[config.mk]
export PLATFORM = sky130hd
export DESIGN_NAME = backward_lz_byte_decompressor_unit
export DESIGN_NICKNAME = d
export VERILOG_FILES = /design/src/hdl/blzd_pkg.sv /design/src/hdl/blzd_ram.sv /design/src/hdl/blzd_front.sv /design/src/hdl/blzd_queue.sv /design/src/hdl/blzd_back.sv /design/src/hdl/backward_lz_byte_decompressor_unit.sv
export VERILOG_INCLUDE_DIRS = /design/src /design/src/hdl
export SDC_FILE = /design/constraint.sdc
export NUM_CORES = 2
export LEC_CHECK = 0
export BUFFER_PORTS_ARGS = -buffer_cell sky130_fd_sc_hd__buf_2
export CORE_UTILIZATION = 40
export CTS_CLUSTER_SIZE = 28
export DETAILED_ROUTE_END_ITERATION = 16
export MAX_ROUTING_LAYER = met4
export PLACE_DENSITY = 0.53
export SLEW_MARGIN = 40
export SYNTH_ARGS = -nofsm -noshare
export SYNTH_HDL_FRONTEND = slang
export SYNTH_SLANG_ARGS = --single-unit
[constraint.sdc]
create_clock -name clk -period 4.6 [get_ports clk]
set_clock_uncertainty 0.15 [all_clocks]
set_input_delay 0.23 -clock clk [delete_from_list [all_inputs] [get_ports clk]]
set_output_delay 0.23 -clock clk [all_outputs]
set_load 0.01 [all_outputs]
[src/hdl/backward_lz_byte_decompressor_unit_defines.svh]
// Assertion macros shared by the decompressor modules.
// Depends on nothing; included by files that hold concurrent assertions.
`ifndef BACKWARD_LZ_BYTE_DECOMPRESSOR_UNIT_DEFINES_SVH
`define BACKWARD_LZ_BYTE_DECOMPRESSOR_UNIT_DEFINES_SVH

// Implication checked on every clock edge outside reset.
`define BLZ_ASSERT_IMP(label, clk, rst_n, ante, cons) \
	label: assert property (@(posedge clk) disable iff (!rst_n) (ante) |-> (cons)) \
		else $error("assertion failed");

// Implication whose consequence is checked in the cycle after its antecedent.
`define BLZ_ASSERT_NEXT(label, clk, rst_n, ante, cons) \
	label: assert property (@(posedge clk) disable iff (!rst_n) (ante) |=> (cons)) \
		else $error("assertion failed");

`endif

[src/hdl/blzd_pkg.sv]
// Shared types and constants of the backward LZ byte decompressor.
// Depends on nothing; imported by the front end, queue, back end, top level and bench.
package blzd_pkg;

	// Front-end decoder phases.
	localparam logic [2:0] PH_KEY   = 3'd0;
	localparam logic [2:0] PH_LEN0  = 3'd1;
	localparam logic [2:0] PH_LEN1  = 3'd2;
	localparam logic [2:0] PH_LEN2  = 3'd3;
	localparam logic [2:0] PH_TOKEN = 3'd4;
	localparam logic [2:0] PH_DIST  = 3'd5;
	localparam logic [2:0] PH_COUNT = 3'd6;

	// Command kinds passed from the front end to the back end.
	localparam logic [1:0] CMD_LEN  = 2'd0;
	localparam logic [1:0] CMD_BYTE = 2'd1;
	localparam logic [1:0] CMD_COPY = 2'd2;

	localparam int unsigned COPY_BIAS = 3;

	// One classified command.
	typedef struct packed {
		logic [1:0]  kind;
		logic [7:0]  value;    // literal byte or copy distance
		logic [8:0]  count;    // copy length, bias already added
		logic [23:0] length;   // header length
	} blzd_cmd_t;

endpackage

[src/hdl/blzd_ram.sv]
// Generic single-write, single-read RAM with a registered read port.
// Depends on nothing.
module blzd_ram #(
	parameter int WIDTH = 8,
	parameter int DEPTH = 256
) (
	input  logic                     clk,
	input  logic                     we,
	input  logic [$clog2(DEPTH)-1:0] waddr,
	input  logic [WIDTH-1:0]         wdata,
	input  logic [$clog2(DEPTH)-1:0] raddr,
	output logic [WIDTH-1:0]         rdata
);

	logic [WIDTH-1:0] mem_q [DEPTH];

	// Write port and registered read.
	always_ff @(posedge clk) begin
		if (we) begin
			mem_q[waddr] <= wdata;
		end
		rdata <= mem_q[raddr];
	end

endmodule

[src/hdl/blzd_front.sv]
// Front end: takes compressed bytes, tracks the token phase, emits commands.
// Depends on blzd_pkg.
module blzd_front
	import blzd_pkg::*;
(
	input  logic      clk,
	input  logic      arst_n,
	input  logic      in_valid,
	output logic      in_ready,
	input  logic [7:0] in_byte,
	input  logic      final_byte,
	output logic      cmd_valid,
	input  logic      cmd_ready,
	output blzd_cmd_t cmd
);

	logic [2:0]  phase_q;
	logic [7:0]  key_q;
	logic [23:0] len_q;
	logic [7:0]  dist_q;
	logic [2:0]  phase_d;
	logic        accept;
	logic        emit;

	assign in_ready  = cmd_ready;
	assign accept    = in_valid && in_ready;
	assign cmd_valid = in_valid && emit;

	// Decode of the current byte against the phase.
	always_comb begin
		phase_d   = PH_TOKEN;
		emit      = 1'b0;
		cmd.kind  = CMD_BYTE;
		cmd.value = in_byte;
		cmd.count = 9'(in_byte) + 9'(COPY_BIAS);
		cmd.length = {in_byte, len_q[15:0]};
		case (phase_q)
			PH_KEY:  phase_d = PH_LEN0;
			PH_LEN0: phase_d = PH_LEN1;
			PH_LEN1: phase_d = PH_LEN2;
			PH_LEN2: begin
				emit     = 1'b1;
				cmd.kind = CMD_LEN;
			end
			PH_DIST: begin
				if (in_byte == 8'd0) begin
					emit      = 1'b1;
					cmd.value = key_q;
				end else begin
					phase_d = PH_COUNT;
				end
			end
			PH_COUNT: begin
				emit      = 1'b1;
				cmd.kind  = CMD_COPY;
				cmd.value = dist_q;
			end
			default: begin
				if (in_byte == key_q) begin
					phase_d = PH_DIST;
				end else begin
					emit = 1'b1;
				end
			end
		endcase
		if (final_byte) begin
			phase_d = PH_KEY;
		end
	end

	// Phase and token registers.
	always_ff @(posedge clk or negedge arst_n) begin
		if (!arst_n) begin
			phase_q <= PH_KEY;
			key_q   <= '0;
			len_q   <= '0;
			dist_q  <= '0;
		end else if (accept) begin
			phase_q <= phase_d;
			case (phase_q)
				PH_KEY: begin
					key_q <= in_byte;
					len_q <= '0;
				end
				PH_LEN0: len_q[7:0]  <= in_byte;
				PH_LEN1: len_q[15:8] <= in_byte;
				PH_LEN2: len_q[23:16] <= in_byte;
				PH_DIST: dist_q <= in_byte;
				default: ;
			endcase
		end
	end

endmodule

[src/hdl/blzd_queue.sv]
// Short command queue between the front end and the back end.
// Depends on blzd_pkg and the defines header.
`include "backward_lz_byte_decompressor_unit_defines.svh"
module blzd_queue
	import blzd_pkg::*;
(
	input  logic      clk,
	input  logic      arst_n,
	input  logic      wr_valid,
	output logic      wr_ready,
	input  blzd_cmd_t wr_cmd,
	input  logic      wr_last,
	output logic      rd_valid,
	input  logic      rd_ready,
	output blzd_cmd_t rd_cmd,
	output logic      rd_last
);

	blzd_cmd_t   ent_q [2];
	logic [1:0]  last_q;
	logic        wp_q, rp_q;
	logic [1:0]  cnt_q;
	logic        push, pop;

	assign wr_ready = (cnt_q != 2'd2);
	assign rd_valid = (cnt_q != 2'd0);
	assign push     = wr_valid && wr_ready;
	assign pop      = rd_valid && rd_ready;
	assign rd_cmd   = ent_q[rp_q];
	assign rd_last  = last_q[rp_q];

	// Entry storage.
	always_ff @(posedge clk) begin
		if (push) begin
			ent_q[wp_q] <= wr_cmd;
		end
	end

	// Pointers, count and per-entry marks.
	always_ff @(posedge clk or negedge arst_n) begin
		if (!arst_n) begin
			wp_q   <= 1'b0;
			rp_q   <= 1'b0;
			cnt_q  <= '0;
			last_q <= '0;
		end else begin
			if (push) begin
				wp_q <= ~wp_q;
				last_q[wp_q] <= wr_last;
			end
			if (pop) begin
				rp_q <= ~rp_q;
			end
			cnt_q <= cnt_q + 2'(push) - 2'(pop);
		end
	end

	`BLZ_ASSERT_IMP(a_no_overflow, clk, arst_n, cnt_q == 2'd2, !push)
	`BLZ_ASSERT_NEXT(a_cnt_up, clk, arst_n, push && !pop, cnt_q == $past(cnt_q) + 2'd1)
	`BLZ_ASSERT_IMP(a_valid_cnt, clk, arst_n, rd_valid, cnt_q != 2'd0)

endmodule

[src/hdl/blzd_back.sv]
// Back end: carries out commands, keeps the history RAM, packs output beats.
// Depends on blzd_pkg, blzd_ram and the defines header.
`include "backward_lz_byte_decompressor_unit_defines.svh"
module blzd_back
	import blzd_pkg::*;
#(
	parameter int OUT_BYTES = 8
) (
	input  logic        clk,
	input  logic        arst_n,
	input  logic        cmd_valid,
	output logic        cmd_ready,
	input  blzd_cmd_t   cmd,
	output logic        m_valid,
	input  logic        m_ready,
	output logic        m_kind,
	output logic [63:0] m_data,
	output logic [3:0]  m_count,
	output logic [23:0] m_length,
	output logic        m_last
);

	localparam logic [1:0] ST_IDLE = 2'd0;
	localparam logic [1:0] ST_READ = 2'd1;
	localparam logic [1:0] ST_COPY = 2'd2;

	logic [1:0]  st_q;
	logic [7:0]  hp_q;
	logic [255:0] vld_q;
	logic [7:0]  dist_q;
	logic [8:0]  left_q;
	logic [3:0]  fill_q;
	logic [63:0] acc_q;
	logic        ovalid_q;
	logic        okind_q, olast_q;
	logic [63:0] odata_q;
	logic [3:0]  ocount_q;
	logic [23:0] olen_q;

	logic        we;
	logic [7:0]  wdata, rdata, raddr, rbyte;
	logic        out_free;
	logic        rd_vld_s1;
	logic        byte_go;
	logic [7:0]  byte_val;
	logic        byte_end;
	logic [63:0] acc_new;
	logic [3:0]  fill_new;

	assign out_free = !ovalid_q || m_ready;
	assign m_valid  = ovalid_q;
	assign m_kind   = okind_q;
	assign m_data   = odata_q;
	assign m_count  = ocount_q;
	assign m_length = olen_q;
	assign m_last   = olast_q;

	// History RAM; an entry never written reads as zero via its valid bit.
	assign raddr = hp_q - dist_q;
	blzd_ram #(.WIDTH(8), .DEPTH(256)) u_hist (
		.clk(clk), .we(we), .waddr(hp_q), .wdata(wdata),
		.raddr(raddr), .rdata(rdata)
	);
	assign rbyte = rd_vld_s1 ? rdata : 8'd0;

	// Byte source: a literal from idle, or a history byte during a copy.
	always_comb begin
		cmd_ready = 1'b0;
		byte_go   = 1'b0;
		byte_val  = cmd.value;
		byte_end  = 1'b1;
		case (st_q)
			ST_IDLE: begin
				if (cmd_valid && out_free) begin
					if (cmd.kind == CMD_BYTE) begin
						cmd_ready = 1'b1;
						byte_go   = 1'b1;
					end else if (cmd.kind == CMD_LEN) begin
						cmd_ready = 1'b1;
					end
				end
				if (cmd_valid && cmd.kind == CMD_COPY) begin
					cmd_ready = 1'b1;
				end
			end
			ST_COPY: begin
				if (out_free) begin
					byte_go  = 1'b1;
					byte_val = rbyte;
					byte_end = (left_q == 9'd1);
				end
			end
			default: ;
		endcase
	end

	assign we    = byte_go;
	assign wdata = byte_val;

	// New packing state after one byte.
	always_comb begin
		acc_new  = acc_q;
		acc_new[fill_q[2:0]*8 +: 8] = byte_val;
		fill_new = fill_q + 4'd1;
	end

	// Control and output registers.
	always_ff @(posedge clk or negedge arst_n) begin
		if (!arst_n) begin
			st_q      <= ST_IDLE;
			hp_q      <= '0;
			vld_q     <= '0;
			dist_q    <= '0;
			left_q    <= '0;
			fill_q    <= '0;
			acc_q     <= '0;
			ovalid_q  <= 1'b0;
			okind_q   <= 1'b0;
			odata_q   <= '0;
			ocount_q  <= '0;
			olen_q    <= '0;
			olast_q   <= 1'b0;
			rd_vld_s1 <= 1'b0;
		end else begin
			rd_vld_s1 <= vld_q[raddr];
			if (m_ready) begin
				ovalid_q <= 1'b0;
			end
			if (st_q == ST_IDLE && cmd_valid && cmd_ready && cmd.kind == CMD_LEN) begin
				ovalid_q <= 1'b1;
				okind_q  <= 1'b1;
				odata_q  <= '0;
				ocount_q <= '0;
				olen_q   <= cmd.length;
				olast_q  <= 1'b1;
			end
			if (st_q == ST_IDLE && cmd_valid && cmd.kind == CMD_COPY) begin
				dist_q <= cmd.value;
				left_q <= cmd.count;
				st_q   <= ST_READ;
			end
			if (st_q == ST_READ) begin
				st_q <= ST_COPY;
			end
			if (byte_go) begin
				vld_q[hp_q] <= 1'b1;
				hp_q <= hp_q + 8'd1;
				if (st_q == ST_COPY) begin
					left_q <= left_q - 9'd1;
					if (byte_end) begin
						st_q <= ST_IDLE;
					end else begin
						st_q <= ST_READ;
					end
				end
				if (byte_end || fill_new == 4'(OUT_BYTES)) begin
					ovalid_q <= 1'b1;
					okind_q  <= 1'b0;
					odata_q  <= acc_new;
					ocount_q <= fill_new;
					olen_q   <= '0;
					olast_q  <= byte_end;
					acc_q    <= '0;
					fill_q   <= '0;
				end else begin
					acc_q  <= acc_new;
					fill_q <= fill_new;
				end
			end
		end
	end

	`BLZ_ASSERT_IMP(a_fill_bound, clk, arst_n, 1'b1, fill_q < 4'(OUT_BYTES))
	`BLZ_ASSERT_IMP(a_copy_len, clk, arst_n, st_q == ST_COPY, left_q != 9'd0)
	`BLZ_ASSERT_NEXT(a_ptr_step, clk, arst_n, byte_go, hp_q == $past(hp_q) + 8'd1)

endmodule

[src/hdl/backward_lz_byte_decompressor_unit.sv]
// Top level of the backward LZ byte decompressor.
// Depends on blzd_pkg, blzd_front, blzd_queue, blzd_back, blzd_ram and the defines header.
//
// Usage: compressed bytes enter on the s_axis channel, last image byte first,
// with s_axis_tlast marking the image's first byte (decoder then expects a new
// escape key). Results leave on m_axis: tuser 1 is a length report carrying
// the 24-bit header length, tuser 0 is a data beat of up to OUT_BYTES bytes,
// first produced byte in the lowest bits. m_axis_tlast marks the last beat
// caused by one input byte.
// Timing: a literal passes through a queue entry and the output register;
// literals sustain one beat per cycle while the output is taken. A copy of up
// to 258 bytes steps through a read state and a copy state per byte, as the
// history RAM's registered read feeds the next byte of an overlapping copy.
// The front end keeps classifying into a two-entry queue while a copy runs.
// Reset clears the decoder phase, the history valid bits and all handshakes;
// unwritten history reads as zero. When m_axis_tready is low the output
// register holds its beat, the back end stops and the queue fills, then
// s_axis_tready drops.
`include "backward_lz_byte_decompressor_unit_defines.svh"
module backward_lz_byte_decompressor_unit
	import blzd_pkg::*;
#(
	parameter int OUT_BYTES = 8
) (
	input  logic         clk,
	input  logic         arst_n,
	input  logic         s_axis_tvalid,
	output logic         s_axis_tready,
	input  logic [7:0]   s_axis_tdata,   // in_byte
	input  logic         s_axis_tlast,   // final_byte
	output logic         m_axis_tvalid,
	input  logic         m_axis_tready,
	output logic [95:0]  m_axis_tdata,   // data_bytes, byte_count, total_length, pad
	output logic         m_axis_tuser,   // out_kind
	output logic         m_axis_tlast    // run_last
);

	blzd_cmd_t   f_cmd, q_cmd;
	logic        f_valid, f_ready, q_valid, q_ready, q_last;
	logic [63:0] data;
	logic [3:0]  cnt;
	logic [23:0] len;

	blzd_front u_front (
		.clk(clk), .arst_n(arst_n),
		.in_valid(s_axis_tvalid), .in_ready(s_axis_tready),
		.in_byte(s_axis_tdata), .final_byte(s_axis_tlast),
		.cmd_valid(f_valid), .cmd_ready(f_ready), .cmd(f_cmd)
	);

	blzd_queue u_queue (
		.clk(clk), .arst_n(arst_n),
		.wr_valid(f_valid), .wr_ready(f_ready), .wr_cmd(f_cmd), .wr_last(1'b1),
		.rd_valid(q_valid), .rd_ready(q_ready), .rd_cmd(q_cmd), .rd_last(q_last)
	);

	blzd_back #(.OUT_BYTES(OUT_BYTES)) u_back (
		.clk(clk), .arst_n(arst_n),
		.cmd_valid(q_valid && q_last), .cmd_ready(q_ready), .cmd(q_cmd),
		.m_valid(m_axis_tvalid), .m_ready(m_axis_tready),
		.m_kind(m_axis_tuser), .m_data(data), .m_count(cnt),
		.m_length(len), .m_last(m_axis_tlast)
	);

	assign m_axis_tdata = {4'd0, len, cnt, data};

	`BLZ_ASSERT_IMP(a_len_empty, clk, arst_n, m_axis_tvalid && m_axis_tuser, cnt == 4'd0)
	`BLZ_ASSERT_IMP(a_data_cnt, clk, arst_n, m_axis_tvalid && !m_axis_tuser, cnt != 4'd0)
	`BLZ_ASSERT_IMP(a_len_last, clk, arst_n, m_axis_tvalid && m_axis_tuser, m_axis_tlast)

endmodule

==> summary.md <==
| Metric | Value |
|---|---|
| CP endpoint kind | register |
| WS Path Type | reg2reg |
| Worst-Margin Slew | 897 ps |
| Iter 0 DRT Violations | about 4800 |
| Pin count of the biggest net entering global routing | approximately 170 |
| Achievable Freq | between 200 and 250 MHz |
| Worst path slowest cell | fa_4 |
| Worst relative slew slack | 0.402 |
| Commonest cells after routing, fill and taps aside | edfxtp_1, mux4_2, dfrtp_1, buf_4, nor2_1 |
| Count of pins over their slew limit | 0 |
| Clk Latency, worst-skew pair | 930 ps |
| EDFF count, synth | between 2000 and 2500 |
| Cell total after placement | around 9100 |
| Rows | about 190 |
| Sequential power share | 0.523 |
| Post-Syn Area | around 100000 um2 |
| Most common cell after layout, fill and taps aside | edfxtp_1 |
| Buffers added on ports | 108 |
| Worst-path fanout max | between 50 and 60 |
| CTS tree | yes |
| Async SR Flop Fraction | 0.186 |
| Int Pwr | a little over 40 mW |
| Worst VDD drop | between 0.3 and 0.4 mV |
| Fin Hold WS | roughly 110 ps |
| Crit path largest cell delay | around 900 ps |
| DIE WIDTH | just over 500 um |
| Clock sink count | around 2600 |
| DR DRC count | 0 |
| RSZ-0062 raised after global routing | true |
| Area growth syn-to-layout | 16.7% |
| Finished Cell Area | 121000 um2 |
| H-tree level count | 5 |
| Share of layout cells above drive strength 1 | 0.294 |
| GRT Residual Overflow | 0 |
| Max-cap violation count | 0 |
| Initial Utilization | 0.404 |
| Num CTS Buffers | just under 300 |
| Minimum clock period | 4520 ps |
| Setup WS pre-CTS | -271 ps |
| Post-CTS Setup Inserts | 0 |
| Initial antenna violation count | 4 |
| NetSw | about 11 mW |
| DR vias/cell | around 5.6 |
| Switching share of power | 0.208 |
| Util after Layout | 0.471 |
| Yosys cell types | 74 |
| Comb pwr share | 0.029 |
| Critical Path AT | ~5200 ps |
| RD Place Congestion | roughly 0.8 |
| Pre-antenna DRT Iters | 5 |
| Nets@finish | 6052 |
| Clk slew on worst S/H paths | about 60 ps |
| Crit-path most repeated cell | mux4_2 |
| Setup ws final | just under 80 ps |
| Warnings, synthesis | 0 |
| Vias in the first global route | around 55000 |
| CTS root buf | clkbuf_16 |
| Core area | ~260000 um2 |
| Post-route ant nets | 0 |
| Hpwl dp | about 170000 um |
| #FFs+latches synth | about 2600 |
| CP required | 5240 ps |
| PwrDens | ~420 nW/um2 |
| Status | finished, final reports clean |
| Syn Inst Count | approximately 5400 |
| Post-synth top flop | edfxtp_1 |
| Pleak | 41.7 nW |
| Part of the power in the clock network | 0.448 |
| First-pass GRT wire length | about 400000 um |
| Register area share after synthesis | 0.735 |
| Final Setup Violations | 0 |
| Final std cells w/o fill | approximately 9600 |
| Syn_area_per_cell | 19.1 um2 |
| Power, Total | 50.9 mW |
| Die area | roughly 260000 um2 |
| Worst path cell trace | inv_1 -> ha_4 -> fa_4 -> buf_12 -> buf_16 -> mux4_2 -> mux4_2 -> mux2i_2 -> buf_4 -> o32ai_1 -> or4_1 |
| Final wirelength | between 200000 and 300000 um |
| Gr usage total | 0.213 |
| CP Launch Type | register |
| Period utilisation layout | 0.983 |
| Worst hold path type | in2reg |
| I/O Pins | approximately 110 |
| Drt wl/cell | between 20 and 30 um |
| Placed Area | between 100000 and 150000 um2 |
| Via Count | about 54000 |
| Worst-case clock buffer depth | 4 |
| Final Hold Fails | 0 |
| Overall die height | 512 um |
| Setup TNS | 0 ps |
-- registers in the layout (all words and copies together) (netlist names), 3 cells and up --
name / flops
u_front.dist_q: 8
u_queue.ent_q: 86
u_back.dist_q: 8
u_back.fill_q: 4
u_back.m_length: 24
u_front.key_q: 8
u_front.phase_q: 3
u_back.m_count: 4
u_back.hp_q: 8
u_back.u_hist.rdata: 8
u_back.left_q: 9
u_back.m_data: 64
u_back.acc_q: 64
u_back.vld_q: 256
u_front.len_q: 16
u_back.u_hist.mem_q: 2048
-- worst paths after layout --
check | from | endpoint | slack [ps] | cells after the start
min | s_axis_tdata[0] | u_front.len_q[0] | 110 | 4
max | u_back.hp_q[0] | u_back.u_hist.rdata[5] | 80 | 11
min reg2reg | u_back.vld_q[140] | u_back.vld_q[140] | 310 | 1
max reg2reg | u_back.hp_q[0] | u_back.u_hist.rdata[5] | 80 | 11
max in group asynchronous | arst_n | u_back.vld_q[151] | 3040 | 5
min in group asynchronous | arst_n | u_back.vld_q[165] | 480 | 4
-- metal layers --
| layer | GRT usage | share of wire |
|---|---|---|
| met5 | - | 0 |
| met4 | 0.0513 | 0.021 |
| met3 | 0.0334 | 0.053 |
| met2 | 0.332 | 0.48 |
| met1 | 0.294 | 0.44 |
-- cells by family after synthesis --
group / share of synthesized area
adders and majority gates: 0.00308
xor gates and xnor gates: 0.00310
and+or+nand+nor: 0.0411
buffers and inverters: 0.0186
DFF: 0.735
AOI/OAI and AO/OA: 0.0382
other: 0.0000360
muxes: 0.161
-- cell type report --
type                            count  area [um2]
Multi-Input combinational cell   2423       26000
Sequential cell                  2630       76500
Inverter                           36         169
Fill cell                       21434      136000
Tap cell                         3384        4230
Antenna cell                        1        2.50
Clock buffer                      391        8020
Timing Repair Buffer              627        5320
Clock inverter                    127        1230
-- worst max-delay path: cells and delay by family, from the launching register on --
kind	cells	cell delay, ps
compound gates	1	90
fa+ha+maj	2	1090
buf+inv	4	880
flops	1	410
mux	3	1130
simple gates	1	540
-- synth_stat cells, types with 32 or more instances --
master	n	area, um2
a211oi_1	40	300
nor2_1	368	1380
o31ai_1	59	443
a21oi_1	82	410
or2_2	70	438
inv_1	36	135
nand3_1	112	561
mux2i_1	120	1200
buf_2	74	370
edfxtp_1	2134	64100
buf_1	32	120
nor3_1	72	360
dfrtp_1	488	12200
nand2_1	234	878
clkbuf_1	192	721
buf_4	40	300
o21bai_1	189	1420
o21ai_0	107	536
mux4_2	681	15300
-- what timing repair did --
item,in CTS,in global routing
hold buffers,19,0
endpoints found under the setup margin,6,6
pin swaps,1,0
resized for setup,8,11
hold endpoints to repair,585,0
-- power groups by stage --
| stage | sequential (mW) | clock, mW | combinational (mW) |
|---|---|---|---|
| after floorplan | 27.1 | 0 | 0.745 |
| after global placement | 27.1 | 0 | 1.44 |
| after detailed placement | 27.1 | 0 | 1.50 |
| after CTS | 26.6 | 23.4 | 1.53 |
| after global routing | 26.6 | 24.3 | 1.66 |
| final | 26.6 | 22.8 | 1.49 |
Power figures use the tool's default switching activity.
